--- src/epot_pkg.sv ---
// ----------------------------------------------------------------------------
// epot_pkg: shared definitions for the expiring priority override table
// Sizes, codes and the structs that pass between the table cells and the
// top level.
// ----------------------------------------------------------------------------
package epot_pkg;

    localparam int TABLE_DEPTH = 16;
    localparam int CNT_W       = $clog2(TABLE_DEPTH + 1);
    localparam int STEP_W      = $clog2(TABLE_DEPTH);
    localparam int RATE_W      = 16;
    localparam int DUR_W       = 16;
    localparam int PRIO_W      = 8;
    localparam int CNT_OUT_W   = 5;
    localparam int STAT_W      = 2;

    localparam logic [STEP_W-1:0] STEP_LAST = STEP_W'(TABLE_DEPTH - 1);

    localparam logic OP_TICK    = 1'b0;
    localparam logic OP_REQUEST = 1'b1;

    localparam logic [STAT_W-1:0] STATUS_OK       = 2'd0;
    localparam logic [STAT_W-1:0] STATUS_ZERO_DUR = 2'd1;
    localparam logic [STAT_W-1:0] STATUS_FULL     = 2'd2;

    // 1.0 in Q4.12.
    localparam logic [RATE_W-1:0] NORMAL_RATE_RST = 16'd4096;

    typedef struct packed {
        logic [RATE_W-1:0]        rate;
        logic signed [PRIO_W-1:0] prio;
        logic [DUR_W-1:0]         remaining;
    } t_entry;

    typedef struct packed {
        logic                     found;
        logic signed [PRIO_W-1:0] prio;
        logic [RATE_W-1:0]        rate;
        logic [DUR_W-1:0]         soonest;
        logic [CNT_W-1:0]         count;
    } t_scan;

    typedef struct packed {
        logic tick;
        logic load;
        logic pack;
    } t_cell_cmd;

endpackage

--- src/epot_in_if.sv ---
// ----------------------------------------------------------------------------
// epot_in_if: input channel of the override table
// Carries tick and request beats with a valid/ready handshake.
// ----------------------------------------------------------------------------
interface epot_in_if;
    logic                              valid;
    logic                              ready;
    logic                              operation;
    logic [epot_pkg::RATE_W-1:0]       rate_value;
    logic [epot_pkg::DUR_W-1:0]        duration_ticks;
    logic signed [epot_pkg::PRIO_W-1:0] priority_level;

    modport source (
        output valid, operation, rate_value, duration_ticks, priority_level,
        input  ready
    );
    modport sink (
        input  valid, operation, rate_value, duration_ticks, priority_level,
        output ready
    );
endinterface

--- src/epot_out_if.sv ---
// ----------------------------------------------------------------------------
// epot_out_if: result channel of the override table
// One result beat per input beat, valid/ready handshake.
// ----------------------------------------------------------------------------
interface epot_out_if;
    logic                           valid;
    logic                           ready;
    logic [epot_pkg::RATE_W-1:0]    active_rate;
    logic [epot_pkg::CNT_OUT_W-1:0] active_count;
    logic [epot_pkg::DUR_W-1:0]     soonest_expiry;
    logic [epot_pkg::STAT_W-1:0]    status_code;

    modport source (
        output valid, active_rate, active_count, soonest_expiry, status_code,
        input  ready
    );
    modport sink (
        input  valid, active_rate, active_count, soonest_expiry, status_code,
        output ready
    );
endinterface

--- src/epot_cell.sv ---
// ----------------------------------------------------------------------------
// epot_cell: one slot of the override table
// Holds one entry, ages it on a tick, lets it slide down into an empty
// lower neighbor while packing, and folds it into the running scan result
// that travels up the chain one cell per cycle.
// ----------------------------------------------------------------------------
module epot_cell (
    input  logic               i_clk,
    input  logic               i_rst_n,
    input  epot_pkg::t_cell_cmd i_cmd,
    input  epot_pkg::t_entry   i_load_entry,
    input  logic               i_lower_valid,
    input  logic               i_upper_moves,
    input  epot_pkg::t_entry   i_upper_entry,
    input  epot_pkg::t_scan    i_scan,
    output logic               o_valid,
    output logic               o_moves,
    output epot_pkg::t_entry   o_entry,
    output epot_pkg::t_scan    o_scan
);

    logic             r_valid;
    epot_pkg::t_entry r_entry;
    epot_pkg::t_scan  r_scan;
    epot_pkg::t_scan  n_scan;

    // An entry moves down only when the slot directly below it is empty.
    assign o_moves = i_cmd.pack && r_valid && !i_lower_valid;

    always_ff @(posedge i_clk) begin
        if (!i_rst_n) begin
            r_valid <= 1'b0;
        end else if (i_cmd.tick) begin
            r_valid <= r_valid && (r_entry.remaining > 16'd1);
        end else if (i_cmd.load) begin
            r_valid <= 1'b1;
        end else if (i_upper_moves) begin
            r_valid <= 1'b1;
        end else if (o_moves) begin
            r_valid <= 1'b0;
        end
    end

    always_ff @(posedge i_clk) begin
        if (i_cmd.tick) begin
            r_entry.remaining <= r_entry.remaining - 16'd1;
        end else if (i_cmd.load) begin
            r_entry <= i_load_entry;
        end else if (i_upper_moves) begin
            r_entry <= i_upper_entry;
        end
    end

    // Higher index is newer, so an equal priority replaces the one below.
    always_comb begin
        n_scan = i_scan;
        if (r_valid) begin
            n_scan.found = 1'b1;
            n_scan.count = i_scan.count + epot_pkg::CNT_W'(1);
            if (!i_scan.found || (r_entry.prio >= i_scan.prio)) begin
                n_scan.prio = r_entry.prio;
                n_scan.rate = r_entry.rate;
            end
            if (!i_scan.found || (r_entry.remaining < i_scan.soonest)) begin
                n_scan.soonest = r_entry.remaining;
            end
        end
    end

    always_ff @(posedge i_clk) begin
        r_scan <= n_scan;
    end

    assign o_valid = r_valid;
    assign o_entry = r_entry;
    assign o_scan  = r_scan;

endmodule

--- src/expiring_priority_override_table.sv ---
// ----------------------------------------------------------------------------
// expiring_priority_override_table: table of timed rate overrides
// Keeps requests in arrival order, ages them on ticks and reports the
// winning rate, live count and soonest expiry after every beat.
// ----------------------------------------------------------------------------
// The block handles one beat at a time. An accepted beat updates the row of
// TABLE_DEPTH cells at once (a tick ages every cell, a request with a nonzero
// duration loads the top cell if that cell is empty), then the row packs so
// live entries slide down in order, then a scan result travels up the row one
// cell per cycle. The result is loaded into the output register once the scan
// is done and that register is empty or being read; only then is the next
// input beat taken. A waiting result beat stays in its output register
// while the next input beat is taken. The normal rate register may be
// written at any time the block is idle.
module expiring_priority_override_table (
    input  logic                        i_clk,
    input  logic                        i_rst_n,
    epot_in_if.sink                     i_in,
    epot_out_if.source                  o_out,
    input  logic                        i_cfg_we,
    input  logic [epot_pkg::RATE_W-1:0] i_cfg_wdata
);

    localparam logic [1:0] ST_IDLE = 2'd0;
    localparam logic [1:0] ST_PACK = 2'd1;
    localparam logic [1:0] ST_SCAN = 2'd2;
    localparam logic [1:0] ST_DONE = 2'd3;

    localparam int DEPTH = epot_pkg::TABLE_DEPTH;

    logic [epot_pkg::RATE_W-1:0]   r_normal_rate;
    logic [1:0]                    r_state;
    logic [epot_pkg::STEP_W-1:0]   r_step;
    logic [epot_pkg::STAT_W-1:0]   r_status;
    logic [epot_pkg::STAT_W-1:0]   n_status;

    logic                          r_out_valid;
    logic [epot_pkg::RATE_W-1:0]   r_out_rate;
    logic [epot_pkg::CNT_OUT_W-1:0] r_out_count;
    logic [epot_pkg::DUR_W-1:0]    r_out_soonest;
    logic [epot_pkg::STAT_W-1:0]   r_out_status;

    logic                w_accept;
    logic                w_is_req;
    logic                w_full;
    logic                w_do_load;
    logic                w_done_load;
    epot_pkg::t_entry    w_new_entry;
    epot_pkg::t_scan     w_final;

    logic                w_valid [DEPTH];
    logic                w_moves [DEPTH];
    epot_pkg::t_entry    w_entry [DEPTH];
    epot_pkg::t_scan     w_scan  [DEPTH];
    epot_pkg::t_cell_cmd w_cmd   [DEPTH];

    assign i_in.ready = (r_state == ST_IDLE);
    assign w_accept   = i_in.valid && i_in.ready;
    assign w_is_req   = (i_in.operation == epot_pkg::OP_REQUEST);

    // The row is packed whenever the block is idle, so the top cell tells
    // whether the table is full.
    assign w_full    = w_valid[DEPTH-1];
    assign w_do_load = w_accept && w_is_req && (i_in.duration_ticks != '0) && !w_full;

    assign w_new_entry.rate      = i_in.rate_value;
    assign w_new_entry.prio      = i_in.priority_level;
    assign w_new_entry.remaining = i_in.duration_ticks;

    always_comb begin
        priority if (!w_is_req) begin
            n_status = epot_pkg::STATUS_OK;
        end else if (i_in.duration_ticks == '0) begin
            n_status = epot_pkg::STATUS_ZERO_DUR;
        end else if (w_full) begin
            n_status = epot_pkg::STATUS_FULL;
        end else begin
            n_status = epot_pkg::STATUS_OK;
        end
    end

    for (genvar gi = 0; gi < DEPTH; gi++) begin : g_cell
        logic             w_lower_valid;
        logic             w_upper_moves;
        epot_pkg::t_entry w_upper_entry;
        epot_pkg::t_scan  w_scan_in;

        if (gi == 0) begin : g_bottom
            assign w_lower_valid = 1'b1;
            assign w_scan_in     = '0;
        end else begin : g_mid
            assign w_lower_valid = w_valid[gi-1];
            assign w_scan_in     = w_scan[gi-1];
        end

        if (gi == DEPTH - 1) begin : g_top
            assign w_upper_moves = 1'b0;
            assign w_upper_entry = '0;
            assign w_cmd[gi].load = w_do_load;
        end else begin : g_below
            assign w_upper_moves = w_moves[gi+1];
            assign w_upper_entry = w_entry[gi+1];
            assign w_cmd[gi].load = 1'b0;
        end

        assign w_cmd[gi].tick = w_accept && !w_is_req;
        assign w_cmd[gi].pack = (r_state == ST_PACK);

        epot_cell u_cell (
            .i_clk         (i_clk),
            .i_rst_n       (i_rst_n),
            .i_cmd         (w_cmd[gi]),
            .i_load_entry  (w_new_entry),
            .i_lower_valid (w_lower_valid),
            .i_upper_moves (w_upper_moves),
            .i_upper_entry (w_upper_entry),
            .i_scan        (w_scan_in),
            .o_valid       (w_valid[gi]),
            .o_moves       (w_moves[gi]),
            .o_entry       (w_entry[gi]),
            .o_scan        (w_scan[gi])
        );
    end

    assign w_final     = w_scan[DEPTH-1];
    assign w_done_load = (r_state == ST_DONE) && (!r_out_valid || o_out.ready);

    always_ff @(posedge i_clk) begin
        if (!i_rst_n) begin
            r_normal_rate <= epot_pkg::NORMAL_RATE_RST;
        end else if (i_cfg_we) begin
            r_normal_rate <= i_cfg_wdata;
        end
    end

    always_ff @(posedge i_clk) begin
        if (!i_rst_n) begin
            r_state <= ST_IDLE;
            r_step  <= '0;
        end else begin
            unique case (r_state)
                ST_IDLE: begin
                    if (w_accept) begin
                        r_state <= ST_PACK;
                        r_step  <= '0;
                    end
                end
                ST_PACK: begin
                    if (r_step == epot_pkg::STEP_LAST) begin
                        r_state <= ST_SCAN;
                        r_step  <= '0;
                    end else begin
                        r_step <= r_step + epot_pkg::STEP_W'(1);
                    end
                end
                ST_SCAN: begin
                    if (r_step == epot_pkg::STEP_LAST) begin
                        r_state <= ST_DONE;
                        r_step  <= '0;
                    end else begin
                        r_step <= r_step + epot_pkg::STEP_W'(1);
                    end
                end
                ST_DONE: begin
                    if (w_done_load) begin
                        r_state <= ST_IDLE;
                    end
                end
                default: begin
                    r_state <= ST_IDLE;
                end
            endcase
        end
    end

    always_ff @(posedge i_clk) begin
        if (w_accept) begin
            r_status <= n_status;
        end
    end

    always_ff @(posedge i_clk) begin
        if (!i_rst_n) begin
            r_out_valid <= 1'b0;
        end else if (w_done_load) begin
            r_out_valid <= 1'b1;
        end else if (o_out.ready) begin
            r_out_valid <= 1'b0;
        end
    end

    always_ff @(posedge i_clk) begin
        if (w_done_load) begin
            r_out_rate    <= w_final.found ? w_final.rate : r_normal_rate;
            r_out_count   <= epot_pkg::CNT_OUT_W'(w_final.count);
            r_out_soonest <= w_final.found ? w_final.soonest : '0;
            r_out_status  <= r_status;
        end
    end

    assign o_out.valid          = r_out_valid;
    assign o_out.active_rate    = r_out_rate;
    assign o_out.active_count   = r_out_count;
    assign o_out.soonest_expiry = r_out_soonest;
    assign o_out.status_code    = r_out_status;

endmodule

--- src/flat_wrapper.sv ---
// flat-port wrapper written by rule: the top's interface ports become plain ports
module expiring_priority_override_table_flat 
  (i_clk, i_rst_n, i_cfg_we, i_cfg_wdata, i_in_valid, i_in_operation, i_in_rate_value, i_in_duration_ticks, i_in_priority_level, i_in_ready, o_out_valid, o_out_active_rate, o_out_active_count, o_out_soonest_expiry, o_out_status_code, o_out_ready);
  epot_in_if i_in_i ();
  epot_out_if o_out_i ();
  input  logic i_clk;
  input  logic i_rst_n;
  input  logic i_cfg_we;
  input  logic [epot_pkg::RATE_W-1:0] i_cfg_wdata;
  input wire logic [$bits(i_in_i.valid)-1:0] i_in_valid;
  input wire logic [$bits(i_in_i.operation)-1:0] i_in_operation;
  input wire logic [$bits(i_in_i.rate_value)-1:0] i_in_rate_value;
  input wire logic [$bits(i_in_i.duration_ticks)-1:0] i_in_duration_ticks;
  input wire logic [$bits(i_in_i.priority_level)-1:0] i_in_priority_level;
  output wire logic [$bits(i_in_i.ready)-1:0] i_in_ready;
  output wire logic [$bits(o_out_i.valid)-1:0] o_out_valid;
  output wire logic [$bits(o_out_i.active_rate)-1:0] o_out_active_rate;
  output wire logic [$bits(o_out_i.active_count)-1:0] o_out_active_count;
  output wire logic [$bits(o_out_i.soonest_expiry)-1:0] o_out_soonest_expiry;
  output wire logic [$bits(o_out_i.status_code)-1:0] o_out_status_code;
  input wire logic [$bits(o_out_i.ready)-1:0] o_out_ready;
  assign i_in_i.valid = i_in_valid;
  assign i_in_i.operation = i_in_operation;
  assign i_in_i.rate_value = i_in_rate_value;
  assign i_in_i.duration_ticks = i_in_duration_ticks;
  assign i_in_i.priority_level = i_in_priority_level;
  assign i_in_ready = i_in_i.ready;
  assign o_out_valid = o_out_i.valid;
  assign o_out_active_rate = o_out_i.active_rate;
  assign o_out_active_count = o_out_i.active_count;
  assign o_out_soonest_expiry = o_out_i.soonest_expiry;
  assign o_out_status_code = o_out_i.status_code;
  assign o_out_i.ready = o_out_ready;
  expiring_priority_override_table u_core (.i_clk(i_clk), .i_rst_n(i_rst_n), .i_in(i_in_i), .o_out(o_out_i), .i_cfg_we(i_cfg_we), .i_cfg_wdata(i_cfg_wdata));
endmodule
--- config.mk ---
export PLATFORM = sky130hd
export DESIGN_NAME = expiring_priority_override_table_flat
export DESIGN_NICKNAME = d
export VERILOG_FILES = /design/src/epot_pkg.sv /design/src/epot_in_if.sv /design/src/epot_out_if.sv /design/src/epot_cell.sv /design/src/expiring_priority_override_table.sv /design/src/flat_wrapper.sv
export SDC_FILE = /design/constraint.sdc
export NUM_CORES = 2
export LEC_CHECK = 0
export BUFFER_PORTS_ARGS = -buffer_cell sky130_fd_sc_hd__buf_2
export CORE_AREA = 8 8 311 464
export CTS_BUF_LIST = sky130_fd_sc_hd__clkbuf_16
export DETAILED_ROUTE_END_ITERATION = 6
export DIE_AREA = 0 0 319 472
export PLACE_DENSITY = 0.68
export SLEW_MARGIN = 25
export SYNTH_ARGS = -nofsm -noshare
export SYNTH_HDL_FRONTEND = slang
export SYNTH_SLANG_ARGS = --single-unit
--- constraint.sdc ---
create_clock -name i_clk -period 7.52 [get_ports i_clk]
set_clock_uncertainty 0.05 [all_clocks]
set_input_delay 0.376 -clock i_clk [delete_from_list [all_inputs] [get_ports i_clk]]
set_output_delay 0.376 -clock i_clk [all_outputs]
set_load 0.01 [all_outputs]
==> flow_summary.yaml <==
route:
  drc: 0
  vias: 36060
  first_iter_violations: 1653
  antenna_left: 0
  via_per_inst: 5.102
  wl_um: 122600
  wl_per_cell_um: 17.34
  drt_pass1_iterations: 5
floorplan:
  initial_utilization: 0.4465
  die_area_um2: 150600
  core_um2: 137500
  die_h_um: 472
  boundaryPins: 103
  num_rows: 167
  die_x_um: 319
logic_synthesis:
  yosysTopAreaCellShare: 0.3331
  synth_top_flop_cell: "dfxtp_1"
  synth_edf_count: 681
  syn_area_um2: 61390
  yosysWarningCount: 0
  ys_seq_area_frac: 0.5797
  synth_cell_types: 73
  synthTopCellsByArea: "edfxtp_1, dfxtp_1, mux2_2"
  async_reset_ff_frac: 0
  yosysTopAreaCell: "edfxtp_1"
  syn_avg_cell_area_um2: 12.27
  ys_ff_latch: 1437
  synth_fp_nets: 5463
  syn_inst: 5005
placed_design:
  hpwl_um: 84290
  dpl_cell_area_um2: 63740
  dpl.cell_count: 6751
  port-buffer-count: 102
  place_congestion: 0.8361
finish:
  area_delta_synth_final_pct: 12.21
  fin_cells: 7068
  finish.utilization: 0.5010
  mostFrequentLayoutCell: "dfxtp_1"
  fillers: 11790
  multiInputGateArea_um2: 23630
  nNetsFinal: 5634
  design_area_um2: 68880
  drive_gt1_frac: 0.1887
  register_area_um2: 35580
  mostFrequentLayoutCells: "dfxtp_1, edfxtp_1, mux2_2"
timing:
  relSlewSlack: 0.3226
  slew_viol_final: 0
  rsz0062_at_grt: "no"
  tightest_slew_ps: 1016
  final.period_utilization: 0.4203
  setup_viol: 0
  setup_tns_ps: 0
  period_needed_ps: 3160
  finalHoldViolations: 0
  fmax_mhz: 316.4
clock_tree:
  cts.clk_slew.worst_paths_ps: 60
  cts_tree: "built"
  root_buffer: "clkbuf_16"
  insertion_delay_ps: 770
  cts_max_path_buffers: 3
  htree_levels: 4
  cts_setup_buffers: 0
  clock-sinks: 1437
  cts_buffers: 137
  cts_resized: 0
  holdBufCountCts: 59
grt:
  grt_pass1_vias: 38870
  grt_use_total: 0.1610
  grt_pass1_wl_um: 200400
  grt_max_degree: 180
  grt-ovfl-total: 0
  antenna_found_initial: 1
pwr:
  clkPwrFrac: 0.378
  p_leak_nw: 26.26
  combPwrFrac: 0.111
  vdd_drop_max_v: 0.0002802
  swShare: 0.2651
  p_seq_frac: 0.511
  p_sw_mw: 4.812
  finalPower_mw: 18.16
  internal_power_mw: 13.34
  powerDensity_nw_per_um2: 263.6
worst_setup_path:
  cp-end-kind: "flip-flop"
  critPathSlowestCell: "buf_12"
  r2r_setup_slack_ps: 4360
  max_stage_delay_ps: 480
  critPathBufInv: 4
  cp_cell_sequence: "inv_1 -> ha_1 -> nand3b_1 -> buf_12 -> nand2_1 -> buf_4 -> nor3b_2 -> buf_4"
  r2r_cells: 8
  r2r_start: "u_core.r_state[0]"
  worst_r2r_endpoint: "u_core.g_cell[11].u_cell.o_entry[39]"
  worstPathRequired_ps: 7900
  critical-path-top-delay-family: "buffers and inverters"
  critPathLaunchType: "flip-flop"
  worstSetupPathType: "flip-flop to flip-flop"
  critPathMaxFanout: 179
  cpMostUsedCell: "buf_4"
  arrival_ps: 3540
min_path:
  min_to: "u_core.r_normal_rate[12]"
  holdPathStages: 2
  worstHoldPathType: "primary input to flip-flop"
  min_from: "i_rst_n"
run:
  maxCapViolations: 0
status:
  outcome: "complete, no violations"
==> routing by layer <==
metal / global-route usage / vias to the layer above / wire length [um]
met5: 0 / - / 0
met4: 0.07109 / 0 / 5333
met3: 0.02768 / 289 / 3652
met2: 0.3065 / 579 / 65040
met1: 0.1731 / 17090 / 48550
li1: - / 18100 / -
==> registers in the layout (all words and copies together) (netlist names) <==
signal / count
u_core.r_normal_rate: 16
u_core.o_out.status_code: 2
u_core.o_out.active_count: 5
u_core.r_step: 4
u_core.o_out.valid: 1
u_core.g_cell.u_cell.o_scan: 717
u_core.o_out.soonest_expiry: 16
u_core.r_status: 2
u_core.g_cell.u_cell.o_entry: 640
u_core.r_state: 2
u_core.o_out.active_rate: 16
u_core.g_cell.u_cell.o_valid: 16
==> power groups by stage <==
stage          logic, mW  registers, mW  clock network [mW]
2_1_floorplan       1.49           9.24                   0
4_1_cts             2.04           9.28                7.02
3_5_place_dp        1.99           9.44                   0
3_3_place_gp        1.93           9.43                   0
6_report            2.02           9.28                6.85
5_1_grt             2.29           9.34                7.32
==> Yosys cell counts, drive strengths merged, types with 47 or more instances <==
cell type / instances
dfxtp: 756
edfxtp: 681
mux2: 597
inv: 413
ha: 396
nand2: 372
o21ai: 292
nor2: 205
xnor2: 171
clkbuf: 115
a21oi: 90
nor3: 77
xor2: 77
nor4: 69
nand4: 65
and2: 59
nand3: 59
nor2b: 52
buf: 47
==> how the worst max path moves through the flow <==
stage,endpoint,from,depth (start not counted),slack [ps]
floorplan,u_core.g_cell[15].u_cell.o_entry[0],u_core.r_state[0],5,4010
global route,u_core.g_cell[2].u_cell.o_entry[9],u_core.r_state[0],6,4080
finish,u_core.g_cell[11].u_cell.o_entry[39],u_core.r_state[0],8,4360
global placement,u_core.g_cell[1].u_cell.o_scan[8],u_core.g_cell[1].u_cell.o_entry[14],6,4470
CTS,u_core.g_cell[1].u_cell.o_scan[5],u_core.g_cell[1].u_cell.o_entry[14],6,4400
detailed placement,u_core.g_cell[1].u_cell.o_scan[5],u_core.g_cell[1].u_cell.o_entry[14],6,4400
==> final cells by class <==
type	count	share of cell area
diodes	1	0.00003633
well taps	1774	0.03222
flip-flops and latches	1437	0.5166
repair buffers	194	0.02016
clock buffers	142	0.05159
clock inverters	114	0.01375
multi-input cells	2993	0.3431
inverters	413	0.02251
==> kinds of logic after synthesis <==
kind of cell               after synthesis  synth area share
xor gates and xnor gates               248           0.03538
muxes                                  632            0.1152
AOI/OAI and AO/OA                      623           0.06408
buffers and inverters                  575           0.03699
DFF                                   1437            0.5797
adders and majority gates              396           0.08071
and+or+nand+nor                       1094           0.08793
==> metrics by stage <==
step | worst slack [ps] | hold WS, ps
after floorplan | 4014 | 335.5
after global placement | 4469 | 344.5
after detailed placement | 4398 | 345.2
after CTS | 4397 | 5.123
after global routing | 4080 | 23.65
final | 4360 | 42.68
Note: power is estimated with default switching activity, not from simulation.
